`config.mk`:
```
export PLATFORM = sky130hd
export DESIGN_NAME = ipf_ctrl
export DESIGN_NICKNAME = d
export VERILOG_FILES = /design/src/rtl/core/ipf_pkg.sv /design/src/rtl/core/ipf_ctrl.sv
export SDC_FILE = /design/constraint.sdc
export NUM_CORES = 1
export LEC_CHECK = 0
export ABC_AREA = 1
export BUFFER_PORTS_ARGS = -buffer_cell sky130_fd_sc_hd__buf_4
export CAP_MARGIN = 20
export CORE_AREA = 2 2 39 41
export DETAILED_ROUTE_END_ITERATION = 8
export DIE_AREA = 0 0 41 43
export PLACE_DENSITY = 0.55
export RECOVER_POWER = 25
export SLEW_MARGIN = 15
export SYNTH_ARGS = -nofsm -noshare
export SYNTH_HDL_FRONTEND = slang
export SYNTH_SLANG_ARGS = --single-unit
```
`constraint.sdc`:
```
create_clock -name i_clk -period 1.66 [get_ports i_clk]
set_clock_uncertainty 0.05 [all_clocks]
set_input_delay 0.415 -clock i_clk [delete_from_list [all_inputs] [get_ports i_clk]]
set_output_delay 0.415 -clock i_clk [all_outputs]
set_load 0.05 [all_outputs]
```
`src/rtl/core/ipf_pkg.sv`:
```
`timescale 1ns / 1ps
// ----------------------------------------------------------------------------
// ipf_pkg
// shared types and constants of the exact-match address filter
// ----------------------------------------------------------------------------
package ipf_pkg;

    localparam int SET_CAPACITY_DEF  = 1024;
    localparam int BLACKLIST_CAP_DEF = 1024;

    // prefix map: 65536 flags of the top 16 address bits, kept as 32-bit rows
    localparam int PREFIX_BITS  = 16;
    localparam int PREFIX_ROW_W = 32;
    localparam int PREFIX_ROWS  = (1 << PREFIX_BITS) / PREFIX_ROW_W;
    localparam int ROW_AW       = $clog2(PREFIX_ROWS);
    localparam int SEL_W        = $clog2(PREFIX_ROW_W);

    localparam int COUNT_OUT_W  = 11;

    typedef enum logic [1:0] {
        OP_CHECK     = 2'd0,
        OP_BLACK_ADD = 2'd1,
        OP_WATCH_ADD = 2'd2,
        OP_REMOVE    = 2'd3
    } t_opcode;

    typedef enum logic [1:0] {
        ST_OK   = 2'd0,
        ST_FULL = 2'd1,
        ST_CAP  = 2'd2
    } t_status;

    typedef enum logic [2:0] {
        S_CLEAR,
        S_IDLE,
        S_SCAN,
        S_CMP,
        S_EXEC,
        S_MOVE,
        S_DONE
    } t_state;

    typedef struct packed {
        logic clr_step;
        logic start;
        logic scan_rd;
        logic scan_next;
        logic mark_found;
        logic exec;
        logic move_wr;
        logic load_out;
    } t_cmd;

    typedef struct packed {
        logic clr_last;
        logic scan_end;
        logic hit;
        logic need_move;
        logic out_free;
    } t_sts;

endpackage

```
`src/rtl/core/ipf_ctrl.sv`:
```
`timescale 1ns / 1ps
// ----------------------------------------------------------------------------
// ipf_ctrl
// sequencer: prefix clear, store scan, execute, compaction move, result
// ----------------------------------------------------------------------------
module ipf_ctrl (
    input  logic          i_clk,
    input  logic          i_rst_n,
    input  logic          i_valid,
    output logic          o_ready,
    input  ipf_pkg::t_sts i_sts,
    output ipf_pkg::t_cmd o_cmd
);
    import ipf_pkg::*;

    t_state r_state;
    t_state n_state;

    always_ff @(posedge i_clk) begin
        if (!i_rst_n) begin
            r_state <= S_CLEAR;
        end else begin
            r_state <= n_state;
        end
    end

    always_comb begin
        n_state = r_state;
        o_cmd   = '0;
        o_ready = 1'b0;
        unique case (r_state)
            S_CLEAR: begin
                o_cmd.clr_step = 1'b1;
                if (i_sts.clr_last) n_state = S_IDLE;
            end
            S_IDLE: begin
                o_ready = 1'b1;
                if (i_valid) begin
                    o_cmd.start = 1'b1;
                    n_state     = S_SCAN;
                end
            end
            S_SCAN: begin
                if (i_sts.scan_end) begin
                    n_state = S_EXEC;
                end else begin
                    o_cmd.scan_rd = 1'b1;
                    n_state       = S_CMP;
                end
            end
            S_CMP: begin
                if (i_sts.hit) begin
                    o_cmd.mark_found = 1'b1;
                    n_state          = S_EXEC;
                end else begin
                    o_cmd.scan_next = 1'b1;
                    n_state         = S_SCAN;
                end
            end
            S_EXEC: begin
                o_cmd.exec = 1'b1;
                n_state    = i_sts.need_move ? S_MOVE : S_DONE;
            end
            S_MOVE: begin
                o_cmd.move_wr = 1'b1;
                n_state       = S_DONE;
            end
            S_DONE: begin
                if (i_sts.out_free) begin
                    o_cmd.load_out = 1'b1;
                    n_state        = S_IDLE;
                end
            end
            default: n_state = S_CLEAR;
        endcase
    end

endmodule

```
==> run metrics <==
Top Registers=r_state x3; clk_lat worst skew=0.23 ns; routed vias/inst=4.16; Post CTS Setup Buffer Count=0; Slew @ Worst Pin=0.163 ns; CP Capture Type=primary output; Synth Cell Area=285 µm²; Power per Cell Area=1440 mW/mm²; Max FO, Critical Path=6; Fmax achieved=632 MHz; clock power share=17.8%; die area=0.00176 mm²; initial core utilization=20.6%; initial antenna violation count=0; dpl cell area=433 µm²; TritonCTS clock tree=done; static leakage=0.000258 µW; cts bufs inserted=3; first-pass GRT wire length=1.10 mm; Fin Hold WS=0.394 ns; # IOs=17; Top reg by flops=r_state; Clock Tree Root=clkbuf_4; ANT nets after route=0; status=finished, final reports clean; period utilisation layout=95.3%; FP Rows=14; Post-Synth Adder-Cell Area=0%; synth warn=0; Final min period=1.58 ns; Logic pwr share=62.3%; initial drt markers=4; clock tree buffer depth=2; syn nets=60; Design Area, Final=489 µm²; final setup fails=0; Die Wd=41 µm; register area share after synthesis=21.1%; All-Layer GR Usage=9.43%; NumNets Final=81; most frequent cells in the layout=13 x buf_4, 10 x nand2_1, 10 x inv_1; Synth Area in Compound Gates=10.5%; DRC viols=0; largest family of logic cells by synthesized area=simple AND/OR/NAND/NOR gates; Port Buf Inserts=16; area share of xor/xnor cells in the synthesized design=0%; max reg flops=3; Sink Count=3; Sw Share=53.1%; vias in the first global route=288; Max-Slew Margin vs Limit=89.1%; most common cell after layout, fill and taps aside=buf_4; via count=366; post-synthesis mux area share=0%; Congestion Overflow GR=0; Yosys reg bits=3; CORE AREA=0.00138 mm²; Reg clk slew, reported paths=0.03 ns; largest net degree at the start of global routing=9; GPL Wtd Cong=0.714; Synth Instances=52; Worst IR Drop VDD=689 µV; drt pass-1 iters=4; average size of a mapped cell=5.49 µm²; # diodes=0; Avg WL per Cell=7.97 µm; Cell variety after synth=13; Worst Path Arrival=1.12 ns; CP Data Required Time=1.19 ns; Psw=375 µW; Simple-Gate Fraction of Synth Area=50.0%; Area growth syn-to-layout=71.5%; Internal Power=332 µW; htree depth=1; critical path class=register to primary output; Detail Placement HPWL=590 µm; hold buffer count at cts=0; Hold/Removal Path Class=primary input to register; Reg power frac=19.9%; unrepaired setup endpoints after global routing=true; crit path launch type=register; final slew viol count=0; Final Hold Vio Count=0; MaxCap Viol Count=0; layout cells sized above 1=51.4%; Detailed Route WL=701 µm; die height=43 µm
[path summary, 6_finish.rpt]
kind | from | end | slack [ns] | depth (start not counted)
min | i_rst_n | r_state[1] | 0.39 | 3
max reg2reg | r_state[2] | r_state[1] | 0.56 | 7
max | r_state[1] | o_cmd[0] | 0.08 | 5
min reg2reg | r_state[1] | r_state[0] | 0.57 | 3
[cells in the mapped netlist]
cell,instances,area [µm²]
inv_2,4,15.0
nor2_1,7,26.3
nor2_4,1,11.3
nor2_2,4,25.0
nand3_1,3,15.0
a21oi_1,3,15.0
nor3_2,1,10.0
nand2_1,11,41.3
inv_1,10,37.5
dfxtp_1,3,60.1
nand4_1,1,6.26
o21ai_0,3,15.0
nand3b_1,1,7.51
[routing by layer]
| metal | routed length (µm) | vias to the layer above | GRT usage [%] |
|---|---|---|---|
| li1 | - | 200 | - |
| met1 | 314 | 159 | 11.5 |
| met2 | 350 | 7 | 12.5 |
| met3 | 35 | 0 | 4.71 |
| met4 | 0 | 0 | 6.00 |
| met5 | 0 | - | 0 |
[metrics by stage]
stage / power [µW] / setup WS, ns / TNS [ns] / util, % / instances
6_report: 707 / 0.0772 / 0 / 35.4 / 88
5_1_grt: 768 / -0.00821 / -0.00821 / 35.4 / 88
4_1_cts: 689 / 0.00349 / 0 / 33.4 / 88
3_5_place_dp: 553 / 0.183 / 0 / 31.3 / 84
3_3_place_gp: 552 / 0.199 / 0 / 31.3 / 84
2_1_floorplan: 438 / 0.0659 / 0 / - / 52
[final cells by class]
cell class	instances	area (µm²)
Fill cell	159	895
Multi-Input combinational cell	35	190
Timing Repair Buffer	16	131
Sequential cell	3	66.3
Inverter	14	55.1
Clock buffer	4	26.3
Tap cell	16	20.0
[power groups by stage]
stage          Combinational (µW)  Sequential, µW  Clock, µW
2_1_floorplan                 317             122          0
4_1_cts                       424             132        133
3_5_place_dp                  424             129          0
5_1_grt                       479             145        145
3_3_place_gp                  424             128          0
6_report                      440             141        126
[timing repair]
| action | 4_1_cts | 5_1_grt |
|---|---|---|
| pin swaps | 0 | 0 |
| endpoints found under the setup margin | 3 | 7 |
| resized for setup | 2 | 9 |
| cloned | 0 | 0 |
[worst max-delay path: stages (launching register included)]
cell	delay, ns
dfxtp_4	0.38
inv_2	0.05
nor2_2	0.10
nand2_2	0.09
nor2_2	0.10
buf_6	0.16
[cell families (layout without fill, tap and decap cells)]
kind of cell           Yosys count  count (layout)
AOI/OAI and AO/OA                6               6
buffers and inverters           14              34
DFF                              3               3
and+or+nand+nor                 29              29
No activity file was read; power rests on OpenSTA's default activity.
